<file path="config.mk">
export PLATFORM = sky130hd
export DESIGN_NAME = same_key_run_pair_emitter
export DESIGN_NICKNAME = d
export VERILOG_FILES = /design/src/design/skrpe_pkg.sv /design/src/design/skrpe_run_store.sv /design/src/design/same_key_run_pair_emitter.sv
export VERILOG_INCLUDE_DIRS = /design/src /design/src/design
export SDC_FILE = /design/constraint.sdc
export NUM_CORES = 1
export LEC_CHECK = 0
export CAP_MARGIN = 20
export CELL_PAD_IN_SITES_DETAIL_PLACEMENT = 1
export CELL_PAD_IN_SITES_GLOBAL_PLACEMENT = 1
export CORE_AREA = 2 2 297 299
export DETAILED_ROUTE_END_ITERATION = 8
export DIE_AREA = 0 0 299 301
export DONT_BUFFER_PORTS = 1
export GPL_TIMING_DRIVEN = 0
export HOLD_SLACK_MARGIN = 0.05
export PLACE_DENSITY_LB_ADDON = 0.1
export SKIP_LAST_GASP = 1
export SLEW_MARGIN = 0
export SYNTH_ARGS = -nofsm -noshare
export SYNTH_HDL_FRONTEND = slang
export SYNTH_HIERARCHICAL = 1
export SYNTH_SLANG_ARGS = --single-unit
export TNS_END_PERCENT = 20
</file>
<file path="constraint.sdc">
create_clock -name clk -period 4.23 [get_ports clk]
set_clock_uncertainty 0.2 [all_clocks]
set_input_delay 0 -clock clk [delete_from_list [all_inputs] [get_ports clk]]
set_output_delay 0 -clock clk [all_outputs]
set_load 0.01 [all_outputs]
</file>
<file path="src/design/same_key_run_pair_emitter_assert.svh">
// ----------------------------------------------------------------------------
// Assertion macros for the same-key run pair emitter
// Implication checks sampled on the rising clock edge and held off while
// the asynchronous reset is asserted.
// ----------------------------------------------------------------------------
`ifndef SAME_KEY_RUN_PAIR_EMITTER_ASSERT_SVH
`define SAME_KEY_RUN_PAIR_EMITTER_ASSERT_SVH

// The consequent must hold in the same cycle as the antecedent.
`define SKRPE_ASSERT_SAME(label, clk, rst_n, ante, cons) \
	label: assert property (@(posedge clk) disable iff (!(rst_n)) (ante) |-> (cons)) \
		else $error("skrpe: same-cycle check failed");

// The consequent must hold in the cycle after the antecedent.
`define SKRPE_ASSERT_NEXT(label, clk, rst_n, ante, cons) \
	label: assert property (@(posedge clk) disable iff (!(rst_n)) (ante) |=> (cons)) \
		else $error("skrpe: next-cycle check failed");

`endif

</file>
<file path="src/design/skrpe_pkg.sv">
// ----------------------------------------------------------------------------
// skrpe_pkg
// Shared sizes, the genome mask and the store access type of the emitter.
// ----------------------------------------------------------------------------
`timescale 1ns / 1ps

package skrpe_pkg;

	localparam int RUN_DEPTH   = 64;
	localparam int GENOME_BITS = 16;

	localparam int PROT_W = 8;
	localparam int GEN_W  = 16;
	localparam int LEN_W  = $clog2(RUN_DEPTH + 1);
	localparam int IDX_W  = $clog2(RUN_DEPTH);

	// Genome bits above GENOME_BITS are ignored.
	localparam logic [GEN_W-1:0] GEN_MASK = (GENOME_BITS >= GEN_W) ? {GEN_W{1'b1}} :
		GEN_W'((64'd1 << GENOME_BITS) - 64'd1);

	typedef struct packed {
		logic             we;
		logic [IDX_W-1:0] waddr;
		logic [GEN_W-1:0] wdata;
		logic             re;
		logic [IDX_W-1:0] raddr;
	} store_req_t;

endpackage

</file>
<file path="src/design/skrpe_run_store.sv">
// ----------------------------------------------------------------------------
// skrpe_run_store
// Genome store of the current run: one write port and one read port with a
// registered read that holds its value until the next read.
// ----------------------------------------------------------------------------
`timescale 1ns / 1ps

module skrpe_run_store import skrpe_pkg::*; (
	input  logic             clk,
	input  store_req_t       req,
	output logic [GEN_W-1:0] rdata
);

	logic [GEN_W-1:0] mem [RUN_DEPTH];
	logic [GEN_W-1:0] rdata_q;

	always_ff @(posedge clk) begin
		if (req.we) begin
			mem[req.waddr] <= req.wdata;
		end
	end

	// Reads and writes in one cycle never address the same entry, so no
	// bypass is needed here.
	always_ff @(posedge clk) begin
		if (req.re) begin
			rdata_q <= mem[req.raddr];
		end
	end

	assign rdata = rdata_q;

endmodule

</file>
<file path="src/design/same_key_run_pair_emitter.sv">
// ----------------------------------------------------------------------------
// same_key_run_pair_emitter
// Emits one (protein, earlier genome, new genome) pair for each genome
// already in the current run of equal proteins, and stores the new one if it fits.
// ----------------------------------------------------------------------------
// The first pair of an entry follows its transfer, which sets busy_q, and its first
//   store read, issued once the output register is free. Pairs come one per cycle
//   while pair_ready is high; an entry with N > 0 stored predecessors holds the input
//   until its N store reads are issued. An entry that opens a new run emits nothing.
// Reset clears the run length, run protein, overflow flag and handshake state;
//   the genome store is not cleared, since only written entries are read.
// ----------------------------------------------------------------------------
`timescale 1ns / 1ps
`include "same_key_run_pair_emitter_assert.svh"

module same_key_run_pair_emitter import skrpe_pkg::*; (
	input  logic              clk,
	input  logic              arst_n,

	input  logic              item_valid,
	output logic              item_ready,
	input  logic              block_start,
	input  logic [PROT_W-1:0] protein,
	input  logic [GEN_W-1:0]  genome,

	output logic              pair_valid,
	input  logic              pair_ready,
	output logic [PROT_W-1:0] pair_protein,
	output logic [GEN_W-1:0]  genome_a,
	output logic [GEN_W-1:0]  genome_b,
	output logic              last_pair,
	output logic              overflowed
);

	// Run state.
	logic [LEN_W-1:0]  len_q;
	logic [PROT_W-1:0] run_prot_q;
	logic              overflow_q;

	// Entry being expanded into pairs.
	logic              busy_q;
	logic [GEN_W-1:0]  genb_q;
	logic [LEN_W-1:0]  count_q;
	logic [IDX_W-1:0]  k_q;

	// Output register; genome_a comes straight from the store read register.
	logic              pair_valid_q;
	logic [PROT_W-1:0] pair_prot_q;
	logic [GEN_W-1:0]  genome_b_q;
	logic              last_q;
	logic              ovf_out_q;

	logic              item_xfer;
	logic              new_run;
	logic [LEN_W-1:0]  len_eff;
	logic              can_store;
	logic [GEN_W-1:0]  gen_m;
	logic              rd_en;
	logic              rd_last;
	store_req_t        store_req;
	logic [GEN_W-1:0]  store_rdata;

	// A new item is taken once every read of the previous one has been issued;
	// its last pair may still sit in the output register at that time.
	assign item_ready = !busy_q;
	assign item_xfer  = item_valid && item_ready;

	// A flagged block start, an empty run or a change of protein opens a new run.
	assign new_run   = block_start || (len_q == '0) || (protein != run_prot_q);
	assign len_eff   = new_run ? '0 : len_q;
	assign can_store = len_eff < LEN_W'(RUN_DEPTH);
	assign gen_m     = genome & GEN_MASK;

	// A read is issued whenever the output register is empty or being drained,
	// so the store read register doubles as the genome_a output stage.
	assign rd_en   = busy_q && (!pair_valid_q || pair_ready);
	assign rd_last = (LEN_W'(k_q) + LEN_W'(1)) == count_q;

	always_comb begin
		store_req       = '0;
		store_req.we    = item_xfer && can_store;
		store_req.waddr = len_eff[IDX_W-1:0];
		store_req.wdata = gen_m;
		store_req.re    = rd_en;
		store_req.raddr = k_q;
	end

	skrpe_run_store u_store (
		.clk   (clk),
		.req   (store_req),
		.rdata (store_rdata)
	);

	// Run bookkeeping, updated at each item transfer.
	always_ff @(posedge clk or negedge arst_n) begin
		if (!arst_n) begin
			len_q      <= '0;
			run_prot_q <= '0;
			overflow_q <= 1'b0;
		end else if (item_xfer) begin
			run_prot_q <= protein;
			if (can_store) begin
				len_q <= len_eff + LEN_W'(1);
			end else begin
				len_q      <= len_eff;
				overflow_q <= 1'b1;
			end
		end
	end

	// Pair sequencer: walks the stored genomes of the run in arrival order.
	always_ff @(posedge clk or negedge arst_n) begin
		if (!arst_n) begin
			busy_q <= 1'b0;
			k_q    <= '0;
		end else if (item_xfer) begin
			busy_q <= (len_eff != '0);
			k_q    <= '0;
		end else if (rd_en) begin
			if (rd_last) begin
				busy_q <= 1'b0;
			end
			k_q <= k_q + IDX_W'(1);
		end
	end

	always_ff @(posedge clk) begin
		if (item_xfer) begin
			genb_q  <= gen_m;
			count_q <= len_eff;
		end
	end

	always_ff @(posedge clk or negedge arst_n) begin
		if (!arst_n) begin
			pair_valid_q <= 1'b0;
		end else if (rd_en) begin
			pair_valid_q <= 1'b1;
		end else if (pair_ready) begin
			pair_valid_q <= 1'b0;
		end
	end

	// The overflow flag already includes the current entry, since it was
	// updated at the entry's transfer, before its first read.
	always_ff @(posedge clk) begin
		if (rd_en) begin
			pair_prot_q <= run_prot_q;
			genome_b_q  <= genb_q;
			last_q      <= rd_last;
			ovf_out_q   <= overflow_q;
		end
	end

	assign pair_valid   = pair_valid_q;
	assign pair_protein = pair_prot_q;
	assign genome_a     = store_rdata;
	assign genome_b     = genome_b_q;
	assign last_pair    = last_q;
	assign overflowed   = ovf_out_q;

	// Reads stay inside the stored part of the run.
	`SKRPE_ASSERT_SAME(a_read_in_run, clk, arst_n, rd_en, LEN_W'(k_q) < count_q)
	// The last read of an entry frees the sequencer for the next item.
	`SKRPE_ASSERT_NEXT(a_last_frees, clk, arst_n, rd_en && rd_last, !busy_q && pair_valid_q)
	// The run length never exceeds the store depth.
	`SKRPE_ASSERT_SAME(a_len_bound, clk, arst_n, 1'b1, len_q <= LEN_W'(RUN_DEPTH))
	// Overflow is sticky until reset.
	`SKRPE_ASSERT_NEXT(a_ovf_sticky, clk, arst_n, overflow_q, overflow_q)

endmodule
</file>
# Yosys cells after proc, flatten, opt, wreduce, memory -nomap -nowiden
# Memory sizes are Yosys's and may differ from the RTL's. A register that Yosys moved wholly into a read port is not among the register bits.
# Cells that the tools add are included.
op_classes:
  add_sub_neg: 3
  n_lt_le_gt_ge: 1
  eq_ne: 2
  n_mux: 11
  bitwise_logic: 1
  n_reduce_logical: 15
op_table:
  columns: ["cell", "count"]
  rows:
  - ["7-bit 2-to-1 mux", 2]
  - ["6-bit 2-to-1 mux", 2]
  - ["8-bit != test", 1]
  - ["6-bit by 1-bit adder with 7-bit output, second input constant", 1]
  - ["7-bit by 1-bit adder with 7-bit output, second input constant", 1]
  - ["7-bit == test", 1]
  - ["7-bit zero test", 1]
  - ["7-bit < comparator, second input constant", 1]
  - ["1-bit 2-to-1 mux", 7]
  - ["7-bit nonzero test", 1]
  - ["6-bit by 1-bit adder with 6-bit output, second input constant", 1]
  - ["2-bit nonzero test", 3]
  - ["2-bit AND reduction", 2]
  - ["1-bit logical AND", 3]
  - ["1-bit logical OR", 3]
  - ["1-bit zero test", 2]
  - ["1-bit NOT", 1]
totals:
  reg_bits: 73
  mem_bits_rw: 1024
  out_inout_bits: 44
  wordCells: 46
  memories: 1
memory_table:
  columns: ["name", "depth", "word_bits", "read_ports", "rd_clocked_by_memory_dff", "write_ports", "line_no", "source"]
  rows:
  - ["u_store.mem", 64, 16, 1, 1, 1, "skrpe_run_store.sv:14", "logic [GEN_W-1:0] mem [RUN_DEPTH];"]

# Depth between registers and ports, before layout
# Gate-level depths: netlist (run 1).
depth:
  depth_word: 8
  depth_mapped: 10
  mapped_depth_nobuf: 7

# By module
# Netlist (run 1), hierarchy kept.
by_module_without_submodules:
  columns: ["module", "n_inst", "cells_per_inst", "area_per_inst_um2", "seq_area_each_um2"]
  rows:
  - ["skrpe_run_store", 1, 1829, 40202.3, 31230.0]
  - ["same_key_run_pair_emitter", 1, 212, 2941.6, 2072.0]

# Worst setup path before layout (run 1)
# OpenSTA, ideal clock, no wires.
synth_timing:
  path_kind: "register -> register"
  startpoint: "reg len_q[3]"
  endpoint: "mem u_store.mem[49][0], enable pin"
  setup_ns: 0.409
  t_arrival_ns: 3.048
  required_time_ns: 3.621
  setup_slack_ns: 0.573
  path_stages_with_launch: 10
  path_buffers: 2
  path_cell_list: "dfrtp_1 > nor4_1 > a211oi_2 > and3_1 > buf_6 > and2_2 > clkbuf_1 > nor2b_1 > nand4_1 > nor3_1"
synth_between:
  elab_chain_cells: 8
synth_lines:
  columns: ["element", "line_no", "source"]
  rows:
  - ["start, declared", "same_key_run_pair_emitter.sv:36", "logic [LEN_W-1:0] len_q;"]
  - ["start signal, assigned", "same_key_run_pair_emitter.sv:103", "len_q <= len_eff + LEN_W'(1);"]
  - ["start signal, assigned", "same_key_run_pair_emitter.sv:105", "len_q <= len_eff;"]
  - ["7-bit zero test", "same_key_run_pair_emitter.sv:69", "assign new_run = block_start || (len_q == '0) || (protein != run_prot_q);"]
  - ["1-bit logical OR (2 in series)", "same_key_run_pair_emitter.sv:69", null]
  - ["7-bit 2-to-1 mux (*)", "same_key_run_pair_emitter.sv:70", "assign len_eff = new_run ? '0 : len_q;"]
  - ["net len_eff[3]", "same_key_run_pair_emitter.sv:55", "logic [LEN_W-1:0] len_eff;"]
  - ["7-bit < comparator", "same_key_run_pair_emitter.sv:71", "assign can_store = len_eff < LEN_W'(RUN_DEPTH);"]
  - ["1-bit logical AND", "same_key_run_pair_emitter.sv:81", "store_req.we = item_xfer && can_store;"]
  - ["1-bit 2-to-1 mux", "skrpe_run_store.sv:18", "if (req.we) begin"]
  - ["1-bit 2-to-1 mux (implied by the code)", "skrpe_run_store.sv:19", "mem[req.waddr] <= req.wdata;"]
  - ["end, declared", "skrpe_run_store.sv:14", null]
# The timed path passes the listed nets; every way through them passes the cells marked *.

# Worst setup path after layout (run 1)
layout_timing:
  startpoint: "reg len_q[3]"
  endpoint: "mem u_store.mem[7][14], enable pin"
layout_between:
  elab_chain_cells: 8
layout_lines:
  columns: ["element", "line_no"]
  rows:
  - ["7-bit zero test (*)", "same_key_run_pair_emitter.sv:69"]
  - ["1-bit logical OR (*) (2 in series)", "same_key_run_pair_emitter.sv:69"]
  - ["7-bit 2-to-1 mux (*)", "same_key_run_pair_emitter.sv:70"]
  - ["net len_eff[4]", "same_key_run_pair_emitter.sv:55"]
  - ["7-bit < comparator", "same_key_run_pair_emitter.sv:71"]
  - ["1-bit logical AND", "same_key_run_pair_emitter.sv:81"]
  - ["1-bit 2-to-1 mux", "skrpe_run_store.sv:18"]
  - ["1-bit 2-to-1 mux (implied by the code)", "skrpe_run_store.sv:19"]
# Marked as above.

==> out/summary.txt, run 1 <==
outcome: finished, violations left
failing checks: setup timing
Post-synth EDFFs: 1089
Initial Util: 49.9%
number of CTS-inserted buffers: 113
Cell Area, Synth: 43100 um^2
max-slew violations: 0
syn avg cell area: 21.1 um^2
Pwr Density: 481 nW/um^2
Seq/Total Area, Yosys: 77.2%
clock slew at the register clock pins of the worst setup and hold paths: 0.06 ns
Hold WC Path Type: in -> reg
wire per inst: 34.1 um
Synth warnings: 6
asr flop ratio synth: 2.16%
Final GP Congestion: 0.961
CP required: 4.42 ns
vias post-DR: 22200
final design utilization: 58.7%
critical path arrival: 4.45 ns
Final Hold Vio Count: 0
register area: 33300 um^2
post-DR vias/cell: 6.23
Worst-Skew Late Latency: 0.69 ns
port bufs: 0
vias in the first global route: 23200
nets@finish: 2348
Fill cells: 7284
share of layout cells above drive strength 1: 28.1%
Final period util: 101%
Core Rows: 108
number of max-cap violations: 0
CTS tree: yes
first-pass GRT wire length: 174000 um
Leakage: 15.8 nW
grt total ovfl: 0
routed wire length: 122000 um
DRT Pass-1 Iters: 7
Max VDD drop: 0.000423 V
post-route ant nets: 0
Clock Path Buffers: 3
Tightest Pin Transition: 1.13 ns
die area: 90000 um^2
antenna violations before repair: 6
Die Span Y: 301 um
clk sinks: 1113
synth unique cells: 67
FF+latch count, synth: 1113
IO Pins: 73
DIE WIDTH: 299 um
post-layout minimum cycle time: 4.27 ns
Layout area overhead: 17.7%
DRT iter0 DRCs: 2289
# DRC: 0
synthesized net count: 2071
Final HPWL DP: 76800 um
Post-synth top flop: edfxtp_1
Core Region: 86500 um^2
Root Buffer: clkbuf_16
Setup-failing EPs final: 18
# H-tree levels: 3
CP Capture Type: flip-flop
non-filler instance count after layout: 3567
pin count of the biggest net entering global routing: 66
Post-Syn Instances: 2041
RSZ-0062 raised after global routing: yes
GRT Total Usage: 27.6%
CP Class: reg -> reg
fmax: 234 MHz
crit path max fanout: 10
final setup margin: -0.0358 ns
Worst setup SP type: flip-flop
dpl cells: 3259
Slew HR: 24.6%
footprint of the multi-input gates: 9400 um^2
## cell usage in the layout, fill, tap and decap left out, types with 8 or more instances in the layout
cell type,count
nor2_4,25
a311oi_1,8
buf_8,55
clkbuf_1,46
buf_2,37
a211o_1,8
a22oi_1,39
edfxtp_1,1089
buf_6,25
buf_4,29
a221oi_1,16
clkinv_2,25
mux2_2,27
nor2_2,40
mux2i_1,87
dlygate4sd3_1,69
nand2_1,93
nand3_1,27
mux4_2,220
dfrtp_1,24
nor2_1,17
a211oi_1,8
a31oi_1,11
buf_16,19
o21ai_0,10
xor2_1,11
nand4_1,15
clkinv_1,24
nor2b_1,30
clkbuf_16,116
a21oi_1,17
bufinv_16,12
## per-layer routing
| metal | share of wire (%) | wire (um) | GRT usage (%) | vias to the layer above |
|---|---|---|---|---|
| met2 | 50 | 61100 | 46.2 | 867 |
| met4 | 3.7 | 4440 | 9.45 | 4 |
| met3 | 6.5 | 7900 | 4.55 | 220 |
| met1 | 40 | 48100 | 37.1 | 12100 |
| met5 | 0.026 | 32 | 0 | - |
| li1 | - | - | - | 9047 |
## cells in the mapped netlist, types with 4 or more instances
master,number,area share (%)
o21ai_0,10,0.12
mux2i_1,87,2.0
nand3_1,31,0.36
xor2_1,11,0.22
a21oi_1,18,0.21
edfxtp_1,1089,76
a211oi_1,8,0.14
mux4_2,220,11
mux4_1,4,0.24
nor2b_1,30,0.44
buf_2,37,0.43
buf_12,5,0.23
xnor2_1,5,0.10
a22oi_1,39,0.68
a311oi_1,8,0.16
and2_2,5,0.087
and4_1,5,0.10
dfrtp_1,24,1.4
mux2_2,27,0.70
nand4_1,15,0.22
buf_4,13,0.23
nor3_1,8,0.093
a31oi_1,11,0.16
clkbuf_1,27,0.23
buf_6,18,0.47
a41oi_1,6,0.12
a221o_1,6,0.14
nor2_1,80,0.70
nand2b_1,6,0.087
a211o_1,8,0.16
a221oi_1,16,0.32
inv_1,4,0.035
a22o_1,7,0.14
nand2_1,96,0.84
## power by group
part           total (W)  internal (W)  switching [W]
Sequential        0.0123        0.0122      0.0000537
Combinational    0.00227      0.000984        0.00129
Clock            0.00990       0.00572        0.00417
## final cells by class
cell class | instances | area share, %
Sequential cell | 1113 | 65.6
Multi-Input combinational cell | 813 | 18.5
Clock buffer | 140 | 5.89
Timing Repair Buffer | 165 | 4.40
Tap cell | 1155 | 2.84
Buffer | 106 | 1.48
Clock inverter | 68 | 1.27
Inverter | 6 | 0.0468
Antenna cell | 1 | 0.00493
## critical path, stage by stage, from the launching register on
cell,delay [ns]
dfrtp_1,0.49
nor4_1,0.45
a211oi_2,0.14
buf_4,0.18
and3_1,0.15
buf_6,0.14
and2_2,0.23
clkbuf_1,0.31
or3_1,0.76
nor2_2,0.64
buf_8,0.25
## path summary, 6_finish.rpt
| kind | start | to | slack [ns] | cells past startpoint |
|---|---|---|---|---|
| worst max-delay path | len_q[3] | u_store/mem[7][14] | -0.04 | 10 |
| worst min-delay path | pair_ready | k_q[3] | 0.11 | 5 |
| worst max register to register | len_q[3] | u_store/mem[7][14] | -0.04 | 10 |
| worst min register to register | genb_q[4] | genome_b[4] | 0.22 | 0 |
| max in group asynchronous | arst_n | len_q[4] | 3.47 | 4 |
| min in group asynchronous | arst_n | len_q[2] | 0.19 | 4 |
## cell families after synthesis
kind of cell / synth area share (%)
compound gates: 2.71
xor+xnor: 0.377
fa+ha+maj: 0.0290
buf+inv: 1.82
flops: 77.2
mux: 14.5
simple gates: 3.43
## flip-flops by register name, summed over array words and instances, names as in the netlist
name           count
u_store/mem     1024
genb_q            16
genome_b          16
u_store/rdata     16
pair_protein       8
run_prot_q         8
count_q            7
len_q              7
k_q                6
busy_q             1
last_pair          1
overflow_q         1
overflowed         1
pair_valid         1
## metrics by stage
stage / TNS, ns / hold slack (ns) / total power (W) / setup WS, ns / instance area (um^2)
final: -0.394 / 0.107 / 0.0244 / -0.0358 / 50800
after global routing: -2.91 / 0.141 / 0.0251 / -0.164 / 50800
after CTS: -32.38 / 0.0594 / 0.0246 / -0.369 / 50600
after detailed placement: -175.28 / -0.495 / 0.0145 / -0.769 / 45700
after global placement: -809.12 / -0.495 / 0.0144 / -1.41 / 44600
after floorplan: 0 / -0.496 / 0.0138 / 0.573 / 43100
## timing repair
action                                   CTS  global route
pin swaps                                  2             6
endpoints found under the hold margin   1095             0
cloned                                     0             0
buffers inserted                           3            12
hold buffers                              87             0
gates resized for setup                   13            26
endpoints found under the setup margin   757           815
Power figures use the tool's default switching activity.
==> run 2: changes to the inputs <==
TNS_END_PERCENT = 1   (was 20)
==> run 2 against run 1 <==
The flow still finishes with violations (setup timing). Combinational power is essentially flat. Die area stayed put. Clock-buffer cell count unchanged. Maximum frequency fell by 3.7%. Clock power barely moved. Critical path depth decreased by 1.
==> out/summary.txt, run 2 (synthesis results as in run 1) <==
Fill cells: 7286
clock slew at the register clock pins of the worst setup and hold paths: 0.06 ns
CP Class: reg -> reg
Clock Path Buffers: 3
DRT Pass-1 Iters: 7
critical path arrival: 4.64 ns
clk sinks: 1113
worst hold slack: 0.102 ns
max-slew violations: 0
DRT iter0 DRCs: 2284
net switching power figure: 0.00552 W
fin area: 50800 um^2
Leakage: 15.8 nW
Worst R2R Path Depth: 9
commonest non-fill, non-tap cell in the layout: edfxtp_1
post-layout minimum cycle time: 4.43 ns
grt total ovfl: 0
# H-tree levels: 3
die area: 90000 um^2
failing checks: setup timing
port bufs: 0
first-pass GRT wire length: 174000 um
post-DR vias/cell: 6.23
Root Buffer: clkbuf_16
CP required: 4.44 ns
reg-to-reg endpoint: u_store/mem[32][11]
Hold WC Path Type: in -> reg
Initial Util: 49.9%
Tightest Pin Transition: 1.12 ns
Crit. Startpoint: run_prot_q[7]
Layout area overhead: 17.7%
IO Pins: 73
internal power: 0.0189 W
GRT Total Usage: 27.5%
RSZ-0062 raised after global routing: yes
Worst setup SP type: flip-flop
nets@finish: 2345
CTS tree: yes
Worst-Skew Late Latency: 0.68 ns
Max VDD drop: 0.000419 V
vias in the first global route: 23200
Setup-failing EPs final: 203
Worst R2R Setup Slack: -0.20 ns
Core Rows: 108
Final GP Congestion: 0.961
Final period util: 105%
post-route ant nets: 0
Critical Path End: u_store/mem[32][11]
max reg flops: 1024
Slew HR: 25.2%
Die Span Y: 301 um
sequential share of power: 50.2%
CP Capture Type: flip-flop
Largest Register: u_store/mem
sw frac: 22.6%
# DRC: 0
vias post-DR: 22200
Final Total Pwr: 0.0244 W
combinational share of power: 9.3%
dpl cell area: 45700 um^2
Clock Power Share: 40.6%
pin count of the biggest net entering global routing: 66
crit path max fanout: 10
wire per inst: 34.1 um
fmax: 226 MHz
final setup margin: -0.202 ns
commonest cells after routing, fill and taps aside: edfxtp_1, mux4_2, clkbuf_16
RR Startpoint: run_prot_q[7]
antenna violations before repair: 7
Pwr Density: 481 nW/um^2
Final Hold Vio Count: 0
Final HPWL DP: 76800 um
outcome: finished, violations left
Core Region: 86500 um^2
number of CTS-inserted buffers: 113
routed wire length: 121000 um
share of layout cells above drive strength 1: 28.0%
number of max-cap violations: 0
DIE WIDTH: 299 um
==> run 2: area by class of cell <==
class | count | area (um^2) | area share [%]
flip-flops and latches | 1113 | 33300 | 65.6
inverters | 6 | 23.8 | 0.0468
diodes | 1 | 2.50 | 0.00493
clock inverters | 68 | 646 | 1.27
multi-input cells | 813 | 9390 | 18.5
well taps | 1155 | 1450 | 2.85
clock buffers | 140 | 2990 | 5.89
repair buffers | 161 | 2230 | 4.38
plain buffers | 107 | 756 | 1.49
==> run 2: worst min-delay path by stage <==
stage	depth (start not counted)	endpoint	start	slack, ns
after detailed placement	0	run_prot_q[0]	arst_n	-0.50
after CTS	4	count_q[2]	block_start	-0.16
after global placement	0	run_prot_q[0]	arst_n	-0.49
after global routing	5	count_q[2]	block_start	0.14
final	5	k_q[3]	pair_ready	0.10
after floorplan	0	busy_q	arst_n	-0.50
==> run 2: power by group through the flow <==
stage	combinational, W	sequential [W]	clock (W)
floorplan	0.00135	0.0125	0
global placement	0.00194	0.0125	0
detailed placement	0.00197	0.0125	0
CTS	0.00228	0.0123	0.0101
global route	0.00238	0.0123	0.0104
finish	0.00227	0.0123	0.00991
==> run 2: what timing repair did <==
item / CTS / global route
resized for setup: 1 / 36
hold buffers: 86 / 0
setup endpoints to repair: 757 / 926
cloned: 0 / 0
pin swaps: 1 / 7
endpoints found under the hold margin: 1095 / 0
buffers inserted: 3 / 9
==> run 2: metrics by stage <==
step,setup WS [ns],setup TNS (ns),utilization (%),cells
finish,-0.202,-13.61,58.7,3564
CTS,-0.734,-146.41,58.4,3556
global route,-0.289,-61.75,58.7,3563
global placement,-1.41,-809.12,51.6,3196
detailed placement,-0.769,-175.28,52.8,3259
floorplan,0.573,0,-,2041
==> run 2: worst max-delay path, stage by stage (launching register included) <==
cell and delay [ns]:
dfrtp_1 0.41, xor2_1 0.20, nor4_4 0.68, nand3_1 0.39, nor2_1 0.36, clkbuf_2 0.35
or3b_2 0.47, clkbuf_1 0.31, nor2_2 0.53, buf_8 0.24
==> run 2: routing by layer <==
metal	global-route usage, %	part of all wire (%)	routed length, um
met3	4.66	6.7	8190
met4	9.26	3.3	4070
met5	0	0.040	49
met1	36.8	39	47800
met2	46.3	51	61300
==> run 3: changes to the inputs <==
ABC_CLOCK_PERIOD_IN_PS = 3910   (was default)
clock period = 3.91 ns   (was 4.23 ns; I/O delays follow)
==> run 3 against run 2 <==
The run still ends with setup timing left. Maximum frequency grew 8.9%. Clock power is 8% higher. Wire length grew 0.32%. Sequential cell count did not move. Clock-buffer cell count stayed put. Largest power group unchanged. Die area is the same. Register-to-register slack better by 0.04 ns. Core utilization is 0.18 points higher. Highest routed layer unchanged. Critical endpoint is now u_store/mem[1][10]. First-iteration DRC count fell by 2.9%. Sequential share of layout area decreased by 0.19 points.
==> out/summary.txt, run 3 (synthesis results as in run 1) <==
port bufs: 0
DRT iter0 DRCs: 2218
Crit. Startpoint: len_q[3]
Core Rows: 108
nets@finish: 2354
# H-tree levels: 3
CP Capture Type: flip-flop
vias in the first global route: 23300
Final Hold Vio Count: 0
non-filler instance count after layout: 3573
GRT Total Usage: 27.6%
Leakage: 15.9 nW
Worst-Skew Late Latency: 0.68 ns
reg-to-reg endpoint: u_store/mem[1][10]
DIE WIDTH: 299 um
number of max-cap violations: 0
post-DR vias/cell: 6.25
final setup margin: -0.160 ns
Initial Util: 49.9%
commonest cells after routing, fill and taps aside: edfxtp_1, mux4_2, clkbuf_16
CP Class: reg -> reg
Core Region: 86500 um^2
vias post-DR: 22300
Hold WC Path Type: in -> reg
Worst R2R Path Depth: 10
crit-path max cell delay: 0.79 ns
Largest Register: u_store/mem
clk sinks: 1113
wire per inst: 34.1 um
Clock Path Buffers: 3
Fill cells: 7271
failing checks: setup timing
IO Pins: 73
# DRC: 0
grt total ovfl: 0
CTS tree: yes
fmax: 246 MHz
Critical Path End: u_store/mem[1][10]
critical path arrival: 4.24 ns
crit path cell chain: nor4_1 > a211oi_2 > buf_4 > and3_1 > buf_6 > and2_2 > clkbuf_1 > or3_2 > nor2_2 > buf_8
Max VDD drop: 0.000453 V
Critical-path top delay cell: or3_2
Die Span Y: 301 um
crit path max fanout: 12
max-slew violations: 0
Final HPWL DP: 76800 um
Slew HR: 25.5%
RSZ-0062 raised after global routing: yes
Final GP Congestion: 0.961
clock slew at the register clock pins of the worst setup and hold paths: 0.06 ns
Final period util: 104%
DRT Pass-1 Iters: 5
dpl cells: 3259
Worst R2R Setup Slack: -0.16 ns
Layout area overhead: 18.0%
post-route ant nets: 0
Pwr Density: 519 nW/um^2
outcome: finished, violations left
commonest non-fill, non-tap cell in the layout: edfxtp_1
Tightest Pin Transition: 1.12 ns
share of layout cells above drive strength 1: 28.4%
Root Buffer: clkbuf_16
post-layout minimum cycle time: 4.07 ns
routed wire length: 122000 um
pin count of the biggest net entering global routing: 66
pre-CTS setup slack: -1.09 ns
number of CTS-inserted buffers: 113
first-pass GRT wire length: 174000 um
CP required: 4.08 ns
max reg flops: 1024
Worst setup SP type: flip-flop
die area: 90000 um^2
antenna violations before repair: 4
RR Startpoint: len_q[3]
Setup-failing EPs final: 227
==> run 3: worst max-delay path: cells and delay by family (launching register included) <==
| family | cells | cell delay [ns] |
|---|---|---|
| AO/OA/AOI/OAI | 1 | 0.14 |
| buffers and inverters | 4 | 0.87 |
| flip-flops | 1 | 0.50 |
| AND/OR/NAND/NOR | 5 | 2.03 |
==> run 3: how the worst min path moves through the flow <==
stage / startpoint / to / slack (ns) / cells past startpoint
after global routing: pair_ready / k_q[3] / 0.14 / 5
after detailed placement: arst_n / run_prot_q[0] / -0.50 / 0
final: pair_ready / k_q[3] / 0.11 / 5
after floorplan: arst_n / busy_q / -0.50 / 0
after global placement: arst_n / run_prot_q[0] / -0.49 / 0
after CTS: block_start / len_q[1] / 0.06 / 4
==> run 3: metal layers <==
| metal | vias to the layer above | share of wire, % | GRT usage [%] |
|---|---|---|---|
| met5 | - | 0.025 | 0 |
| met3 | 231 | 6.7 | 4.76 |
| met4 | 4 | 3.8 | 9.99 |
| met1 | 12100 | 39 | 36.8 |
| met2 | 882 | 50 | 46.1 |
| li1 | 9063 | - | - |
==> run 3: power by group <==
| part | internal (W) | switching (W) |
|---|---|---|
| Clock | 0.00619 | 0.00452 |
| Combinational | 0.00106 | 0.00140 |
| Sequential | 0.0132 | 0.0000584 |
==> run 3: metrics by stage <==
step / power (W) / hold slack [ns] / util (%) / setup TNS, ns / instance area (um^2)
3_3_place_gp: 0.0156 / -0.495 / 51.6 / -1136.80 / 44600
5_1_grt: 0.0271 / 0.141 / 58.9 / -54.69 / 50900
4_1_cts: 0.0266 / 0.0594 / 58.7 / -136.81 / 50700
6_report: 0.0264 / 0.113 / 58.9 / -13.24 / 50900
3_5_place_dp: 0.0156 / -0.495 / 52.8 / -461.97 / 45700
2_1_floorplan: 0.0150 / -0.496 / - / 0 / 43100
==> run 3: what timing repair did <==
item	CTS	global route
hold buffers	87	0
setup buffers	7	15
pin swaps	5	8
endpoints found under the hold margin	1095	0
setup endpoints to repair	1014	999
resized for setup	35	16
==> run 3: cell type report <==
type | instances | area, um^2 | share of cell area (%)
clock inverters | 68 | 646 | 1.27
plain buffers | 105 | 748 | 1.47
repair buffers | 172 | 2310 | 4.54
clock buffers | 140 | 2990 | 5.88
inverters | 6 | 23.8 | 0.0467
multi-input cells | 813 | 9460 | 18.6
flip-flops and latches | 1113 | 33300 | 65.4
well taps | 1155 | 1450 | 2.84
diodes | 1 | 2.50 | 0.00491
